==> config.mk <==
export PLATFORM = sky130hd
export DESIGN_NAME = csp_divider
export DESIGN_NICKNAME = d
export VERILOG_FILES = /design/src/hdl/csp_pkg.sv /design/src/hdl/csp_divider.sv
export SDC_FILE = /design/constraint.sdc
export NUM_CORES = 1
export LEC_CHECK = 0
export ABC_AREA = 1
export BUFFER_PORTS_ARGS = -buffer_cell sky130_fd_sc_hd__buf_2
export CAP_MARGIN = 20
export CORE_MARGIN = 5
export CORE_UTILIZATION = 40
export CTS_CLUSTER_DIAMETER = 50
export DETAILED_ROUTE_END_ITERATION = 8
export GPL_ROUTABILITY_DRIVEN = 1
export SYNTH_ARGS = -nofsm -noshare
export SYNTH_HDL_FRONTEND = slang
export SYNTH_SLANG_ARGS = --single-unit
export TNS_END_PERCENT = 10
==> constraint.sdc <==
create_clock -name clock -period 2.4 [get_ports clock]
set_input_delay 0.24 -clock clock [delete_from_list [all_inputs] [get_ports clock]]
set_output_delay 0.24 -clock clock [all_outputs]
set_load 0.03 [all_outputs]
==> src/hdl/csp_pkg.sv <==
// ---------------------------------------------------------------------------
// csp_pkg
// Shared widths, register indexes, opcodes and helper types for the
// crop and scale pixel readout block.
// ---------------------------------------------------------------------------
package csp_pkg;

   // pixel store geometry
   localparam int STORE_PIXELS  = 65536;
   localparam int ADDR_W        = $clog2(STORE_PIXELS);
   localparam int PIXEL_W       = 32;

   // image dimensions and coordinates
   localparam int MAX_DIMENSION = 1024;
   localparam int DIM_W         = 11;
   localparam int COORD_W       = 10;
   localparam int INDEX_W       = 16;
   localparam int BYTE_W        = 8;

   // coordinate product, quotient and linear source index
   localparam int PROD_W        = COORD_W + DIM_W;
   localparam int QUO_W         = DIM_W;
   localparam int SRC_W         = 2 * DIM_W;

   // configuration port
   localparam int CSR_INDEX_W   = 4;
   localparam int CSR_DATA_W    = DIM_W;

   localparam logic [CSR_INDEX_W-1:0] REG_IMAGE_WIDTH   = 4'd0;
   localparam logic [CSR_INDEX_W-1:0] REG_ALPHA_PRESENT = 4'd1;
   localparam logic [CSR_INDEX_W-1:0] REG_CROP_LEFT     = 4'd2;
   localparam logic [CSR_INDEX_W-1:0] REG_CROP_TOP      = 4'd3;
   localparam logic [CSR_INDEX_W-1:0] REG_CROP_COLS     = 4'd4;
   localparam logic [CSR_INDEX_W-1:0] REG_CROP_ROWS     = 4'd5;
   localparam logic [CSR_INDEX_W-1:0] REG_DEST_COLS     = 4'd6;
   localparam logic [CSR_INDEX_W-1:0] REG_DEST_ROWS     = 4'd7;

   // request opcodes
   localparam logic OP_STORE = 1'b0;
   localparam logic OP_FETCH = 1'b1;

   // alpha byte used when the stored pixel has no alpha
   localparam logic [BYTE_W-1:0] ALPHA_OPAQUE = 8'hFF;

   // divider launch bundle
   typedef struct packed {
      logic               start;
      logic [PROD_W-1:0]  numerator;
      logic [DIM_W-1:0]   divisor;
   } div_req_type;

   // divider completion bundle
   typedef struct packed {
      logic               done;
      logic [QUO_W-1:0]   quotient;
   } div_rsp_type;

   // saturate a size register write at the largest dimension
   function automatic logic [DIM_W-1:0] clamp_dim(input logic [CSR_DATA_W-1:0] value);
      logic [DIM_W-1:0] result;
      if (32'(value) > MAX_DIMENSION) begin
         result = DIM_W'(MAX_DIMENSION);
      end else begin
         result = DIM_W'(value);
      end
      return result;
   endfunction

endpackage

==> src/hdl/csp_divider.sv <==
// ---------------------------------------------------------------------------
// csp_divider
// Restoring divider, one quotient bit per cycle. The caller guarantees
// that the quotient fits in QUO_W bits, so the upper numerator bits seed
// the partial remainder directly.
// ---------------------------------------------------------------------------
module csp_divider (
   input  logic                    clock,
   input  logic                    reset,
   input  csp_pkg::div_req_type    div_req,
   output csp_pkg::div_rsp_type    div_rsp
);
   import csp_pkg::*;

   localparam int CNT_W = $clog2(QUO_W + 1);

   logic [DIM_W-1:0] rem_ff,  rem_in;
   logic [QUO_W-1:0] quo_ff,  quo_in;
   logic [DIM_W-1:0] div_ff,  div_in;
   logic [CNT_W-1:0] cnt_ff,  cnt_in;
   logic             busy_ff, busy_in;
   logic             done_ff, done_in;

   logic [DIM_W:0]   trial;
   logic             fits;

   // trial subtract of the shifted partial remainder
   always_comb begin
      trial = {rem_ff, quo_ff[QUO_W-1]};
      fits  = trial >= {1'b0, div_ff};
   end

   // iteration control
   always_comb begin
      rem_in  = rem_ff;
      quo_in  = quo_ff;
      div_in  = div_ff;
      cnt_in  = cnt_ff;
      busy_in = busy_ff;
      done_in = 1'b0;
      if (div_req.start) begin
         rem_in  = DIM_W'(div_req.numerator[PROD_W-1:QUO_W]);
         quo_in  = div_req.numerator[QUO_W-1:0];
         div_in  = div_req.divisor;
         cnt_in  = CNT_W'(QUO_W);
         busy_in = 1'b1;
      end else if (busy_ff) begin
         if (fits) begin
            rem_in = DIM_W'(trial - {1'b0, div_ff});
         end else begin
            rem_in = trial[DIM_W-1:0];
         end
         quo_in = {quo_ff[QUO_W-2:0], fits};
         cnt_in = cnt_ff - 1'b1;
         if (cnt_ff == CNT_W'(1)) begin
            busy_in = 1'b0;
            done_in = 1'b1;
         end
      end
   end

   always_ff @(posedge clock) begin
      if (reset) begin
         busy_ff <= 1'b0;
         done_ff <= 1'b0;
         cnt_ff  <= '0;
      end else begin
         busy_ff <= busy_in;
         done_ff <= done_in;
         cnt_ff  <= cnt_in;
      end
      rem_ff <= rem_in;
      quo_ff <= quo_in;
      div_ff <= div_in;
   end

   assign div_rsp.done     = done_ff;
   assign div_rsp.quotient = quo_ff;

endmodule

==> metrics.cfg, run 1 <==
[status]
status = finished clean

[grt]
grt_pass1_wl_mm = 9.14
grt_pass1_vias = 2081
grt_util_all_layers = 0.153
grt_start_max_net_pins = 27
grt_antenna_before_repair = 0
grt.overflow.total = 0

[final_layout]
postLayoutCoreUtil = 0.480
fin_cells = 433
antenna-diode-count = 0
finalInstanceArea_um2 = 2860
drive_gt1_frac = 0.218
fillers = 617
area_growth_syn_to_layout_pct = 16.5
finalNetCount = 406
multi_input_area_um2 = 1120
register_area_um2 = 1100

[route]
detail_route.first_pass.iterations = 4
route.detailed.drc = 0
drt_wl_total_mm = 5.57
antenna_left = 0
route.detailed.wl_per_inst_um = 12.9
drt_iter0_markers = 72
num_vias = 2081
vias_per_cell = 4.81

[timing]
whs_ps = 118
min_period_over_period = 0.927
slew_viol_final = 0
max-slew-margin-rel = 0.693
clock_skew_ps = 5.30
setup-violations-final = 0
fin_tns_setup_ps = 0
fin_crit_ps = 2220
final.setup.worst_slack_ps = 176
fmax_ghz = 0.450
worstMarginPinSlew_ps = 460
hold_violations = 0

[floorplanning]
ios = 47
die-area_um2 = 7800
start_util = 0.412
fp.dieH_um = 88.3
fp.coreArea_um2 = 5960
row_count = 28
die_w_um = 88.3

[worst_setup_path]
timing.critical_path.mode_cell = nand3_1
cp_slowest_stage_delay_ps = 420
cp-end-kind = flop
crit_slowest_cell = fa_1
cp_cell_sequence = inv_1 -> ha_1 -> fa_1 -> inv_1 -> nand3_1 -> nand3_1 -> nand2_1 -> nand4_4 -> nand3_2 -> nand3_1 -> nand2_1
arrival_ps = 2280
critPathRequiredTime_ps = 2460
cp_max_fo = 6
crit_path_start_kind = flop
worstSetupPathType = flop to flop

[power]
intPower_mw = 1.39
ir_worst_vdd_mv = 0.341
combPwrFrac = 0.414
seq_power_share = 0.395
clkPwrFrac = 0.191
netSwitchingPower_mw = 0.866
swShare = 0.383
p_total_mw = 2.26
p_leak_nw = 1.46
cellPowerDensity_nw_per_um2 = 791

[synthesis]
ys_ff_latch = 39
synth_commonest_cells = nand2_1, inv_1, edfxtp_1, nand3_1, nor2_1
post-synth-top-count-cell = nand2_1
ys_seq_area_frac = 0.449
async_flop_share = 0
synth_edf_count = 32
synth_top_cell_area_share = 0.392
netlist_area_um2 = 2450
ys_types = 31
synthTopCellsByArea = edfxtp_1, nand2_1, inv_1
synth_ff_type = edfxtp_1
synth_top_area_cell = edfxtp_1
syn_nets = 357
yosysWarnings = 0
avgSynthCellArea_um2 = 7.96
synthCells = 308

[clock_tree]
hold_buffers = 0
cts_sinks = 39
clk_latency_ps = 300
cts_tree = done
cts_root_buf = clkbuf_8
cts_max_level = 2
cts.path.max_buffers = 2
cts_buffers = 5
post_cts_buffers = 0
clk_pin_slew_ps = 80
post_cts_resized = 0

[placed_design]
place_ws_ps = 37.3
place_inst = 424
place.gp.congestion = 0.855
port_buffers = 46
dp_hpwl_mm = 4.11
postPlaceCellArea_um2 = 2750

[hold_path]
worstHoldPathType = primary input to flop

[flow_run]
maxCapViolCount = 0

-- worst max-delay path, delay by kind of cell (launching register included) --
family                   cells  cell delay (ps)
flip-flops                   1              350
buffers and inverters        2              150
adder cells (fa/ha/maj)      2              640
AND/OR/NAND/NOR              7              840
-- flip-flops by register name, summed over array words and instances, names as in the netlist --
name / count
rem_ff: 11
cnt_ff: 4
div_ff: 11
busy_ff: 1
quo_ff: 11
done_ff: 1
-- power by group through the flow --
stage / combinational [mW] / sequential [mW] / clock, mW
floorplan: 0.709 / 0.941 / 0
global placement: 0.893 / 0.904 / 0
detailed placement: 0.904 / 0.906 / 0
CTS: 0.907 / 0.893 / 0.450
global route: 1.06 / 0.904 / 0.479
finish: 0.936 / 0.892 / 0.431
-- layer usage --
layer	track usage	wire length, um	vias up
met1	0.183	2500	927
li1	-	-	1091
met5	0	0	-
met4	0.0687	109	0
met2	0.258	2620	53
met3	0.0391	346	10
-- final cells by class --
type,count,area share
well taps,75,0.0329
flip-flops and latches,39,0.385
repair buffers,51,0.0937
multi-input cells,209,0.392
clock buffers,7,0.0267
inverters,51,0.0670
clock inverters,1,0.00175
-- cell families (layout without fill, tap and decap cells) --
family,after synthesis,in the layout,share of synthesized area
adders and majority gates,14,14,0.0745
DFF,39,39,0.449
xor gates and xnor gates,3,3,0.0107
and+or+nand+nor,179,180,0.330
buffers and inverters,61,110,0.106
AOI/OAI and AO/OA,12,12,0.0301
-- cells in the final DEF, fill, tap and decap left out --
cell      synthesis  routed
nand3_2           5       5
a21oi_2           1       1
nand4_1          13      13
xnor2_1           2       2
a21oi_1           5       5
inv_2             3       3
dfxtp_1           7       7
or2_1             1       1
o21ai_0           2       2
nand4_4           0       2
clkinv_2          0       1
fa_1              1       1
o21bai_1          1       1
nor2_2            1       1
a221oi_1          1       1
nand2_1         106     106
a31oi_1           1       1
buf_4             1       5
nor3_1            2       2
inv_1            48      48
clkbuf_1          4       2
edfxtp_1         32      32
o211ai_1          1       1
nand3_1          25      25
and2_4            1       1
clkbuf_8          0       5
xor2_1            1       1
buf_2             3      46
nand2_2           8       8
ha_1             13      13
nor2_1           16      16
-- final timing paths --
kind / start / endpoint / cells past startpoint / slack, ps
max reg2reg: quo_ff[10] / rem_ff[5] / 11 / 180
min: div_req[4] / div_ff[4] / 1 / 120
min reg2reg: cnt_ff[3] / cnt_ff[3] / 2 / 470
max: quo_ff[10] / rem_ff[5] / 11 / 180
No activity file was read; power rests on OpenSTA's default activity.
==> inputs of run 2 (changes only) <==
--- a/config.mk
+++ b/config.mk
@@ -8,11 +8,14 @@
 export ABC_AREA = 1
 export BUFFER_PORTS_ARGS = -buffer_cell sky130_fd_sc_hd__buf_2
 export CAP_MARGIN = 20
+export CELL_PAD_IN_SITES_DETAIL_PLACEMENT = 0
+export CELL_PAD_IN_SITES_GLOBAL_PLACEMENT = 1
 export CORE_MARGIN = 5
 export CORE_UTILIZATION = 40
 export CTS_CLUSTER_DIAMETER = 50
 export DETAILED_ROUTE_END_ITERATION = 8
 export GPL_ROUTABILITY_DRIVEN = 1
+export PLACE_DENSITY_LB_ADDON = 0.1
 export SYNTH_ARGS = -nofsm -noshare
 export SYNTH_HDL_FRONTEND = slang
 export SYNTH_SLANG_ARGS = --single-unit
==> run 2 against run 1 <==
Compared with the run above:
- combinational power grew 1%
- clock power grew 19%
- die area is the same
- maximum frequency grew 1.6%
- clock skew grew 4.7 ps
- sequential share of layout area shrank 0.42 points
- largest cell class unchanged
- largest power group unchanged
==> metrics.cfg, run 2 (same netlist as run 1, synthesis figures left out) <==
[status]
status = finished clean  ; unchanged

[worst_setup_path]
arrival_ps = 2250  ; was 2280 ps
cp-end-kind = flop  ; unchanged
cp_max_fo = 7  ; was 6
r2r_cells = 12  ; was 11
reg2reg_from = quo_ff[10]  ; unchanged
reg2reg_to = rem_ff[5]  ; unchanged
worstSetupPathType = flop to flop  ; unchanged
crit_start = quo_ff[10]  ; unchanged
rrSetupSlack_ps = 210  ; was 180 ps
crit_path_start_kind = flop  ; unchanged
critPathRequiredTime_ps = 2460  ; about the same
endpoint = rem_ff[5]  ; unchanged

[final_layout]
drive_gt1_frac = 0.223  ; was 0.218
antenna-diode-count = 0  ; unchanged
final_cell_mix = nand2_1, inv_1, buf_2  ; unchanged
finalNetCount = 406  ; unchanged
reg_top3 = div_ff x11, quo_ff x11, rem_ff x11  ; unchanged
area_growth_syn_to_layout_pct = 17.8  ; was 16.5%
final_common_cell = nand2_1  ; unchanged

[clock_tree]
cts_sinks = 39  ; unchanged
clk_latency_ps = 290  ; was 300 ps
hold_buffers = 0  ; unchanged
cts_tree = done  ; unchanged
clk_pin_slew_ps = 90  ; was 80 ps
cts_root_buf = clkbuf_8  ; unchanged
cts.path.max_buffers = 2  ; unchanged
cts_max_level = 2  ; unchanged
cts_buffers = 5  ; unchanged

[route]
drt_wl_total_mm = 5.70  ; was 5.57 mm
num_vias = 2081  ; unchanged
route.detailed.wl_per_inst_um = 13.2  ; was 12.9 um
antenna_left = 0  ; unchanged
vias_per_cell = 4.81  ; unchanged
detail_route.first_pass.iterations = 4  ; unchanged
route.detailed.drc = 0  ; unchanged
drt_iter0_markers = 98  ; was 72

[grt]
grt_start_max_net_pins = 26  ; was 27
grt.overflow.total = 0  ; unchanged
grt_util_all_layers = 0.163  ; was 0.153
grt_pass1_vias = 2073  ; was 2081
grt_pass1_wl_mm = 9.81  ; was 9.14 mm
grt_antenna_before_repair = 0  ; unchanged

[placed_design]
port_buffers = 46  ; unchanged
dp_hpwl_mm = 4.39  ; was 4.11 mm
place.gp.congestion = 0.799  ; was 0.855
place_ws_ps = 109  ; was 37.3 ps

[timing]
fmax_ghz = 0.457  ; was 0.450 GHz
slew_viol_final = 0  ; unchanged
fin_tns_setup_ps = 0  ; unchanged
whs_ps = 115  ; was 118 ps
fin_crit_ps = 2190  ; was 2220 ps
hold_violations = 0  ; unchanged
rsz0062_at_grt = no
min_period_over_period = 0.912  ; was 0.927
final.setup.worst_slack_ps = 210  ; was 176 ps
worstMarginPinSlew_ps = 474  ; was 460 ps
clock_skew_ps = 9.96  ; was 5.30 ps
setup-violations-final = 0  ; unchanged
max-slew-margin-rel = 0.684  ; was 0.693

[power]
p_leak_nw = 1.48  ; was 1.46 nW
ir_worst_vdd_mv = 0.277  ; was 0.341 mV
cellPowerDensity_nw_per_um2 = 817  ; was 791 nW/um2

[floorplanning]
die-area_um2 = 7800  ; unchanged
ios = 47  ; unchanged
die_w_um = 88.3  ; unchanged
fp.coreArea_um2 = 5960  ; unchanged
fp.dieH_um = 88.3  ; unchanged
start_util = 0.412  ; unchanged
row_count = 28  ; unchanged

[hold_path]
worstHoldPathType = primary input to flop  ; unchanged

[flow_run]
maxCapViolCount = 0  ; unchanged

-- run 2: layout make-up --
cell class	instances	area (um2)
timing repair buffer	52	292
clock buffer	7	97.6
inverter	51	191
sequential	39	1100
clock inverter	1	7.51
multi-input combinational	208	1100
tap	75	93.8
fill	623	3070
-- run 2: timing repair --
| action | in CTS | in global routing |
|---|---|---|
| buffers inserted | 0 | 0 |
| gates resized for setup | 0 | 3 |
| setup endpoints to repair | 0 | 8 |
-- run 2: worst min-delay path by stage --
stage / startpoint / to / slack (ps) / cells past startpoint
floorplan: reset / cnt_ff[3] / 310 / 1
global placement: div_req[10] / div_ff[10] / 420 / 1
detailed placement: div_req[8] / div_ff[8] / 420 / 1
CTS: div_req[1] / div_ff[1] / 100 / 1
global route: div_req[1] / div_ff[1] / 100 / 1
finish: div_req[1] / div_ff[1] / 110 / 1
-- run 2: power by group --
part	internal [mW]	leakage (nW)	switching, mW	total [mW]
Combinational	0.353	1.05	0.597	0.950
Clock	0.269	0.0496	0.244	0.513
Sequential	0.846	0.380	0.0499	0.896
Total	1.47	1.48	0.891	2.36
-- run 2: worst max-delay path, stage by stage, from the launching register on --
cell and delay (ps):
edfxtp_1 360, inv_1 60, ha_1 220, fa_1 410, inv_1 100, nand3_1 80
nand3_2 110, nand2_1 110, nand4_4 130, buf_6 170, nand3_2 60, nand3_1 70
nand2_1 50
-- run 2: routing by layer --
metal / GRT usage / part of all wire / vias to the layer above
met2: 0.256 / 0.45 / 48
met1: 0.225 / 0.48 / 937
met5: 0 / 0 / -
met4: 0.0426 / 0.010 / 0
met3: 0.0428 / 0.060 / 5
li1: - / - / 1091
-- run 2: per-stage QoR --
| step | power [mW] | instance area (um2) | util | instances |
|---|---|---|---|---|
| after floorplan | 1.65 | 2450 | - | 308 |
| after global placement | 1.85 | 2770 | 0.464 | 425 |
| after detailed placement | 1.85 | 2770 | 0.464 | 425 |
| after CTS | 2.36 | 2870 | 0.482 | 433 |
| after global routing | 2.56 | 2890 | 0.485 | 433 |
| final | 2.36 | 2890 | 0.485 | 433 |
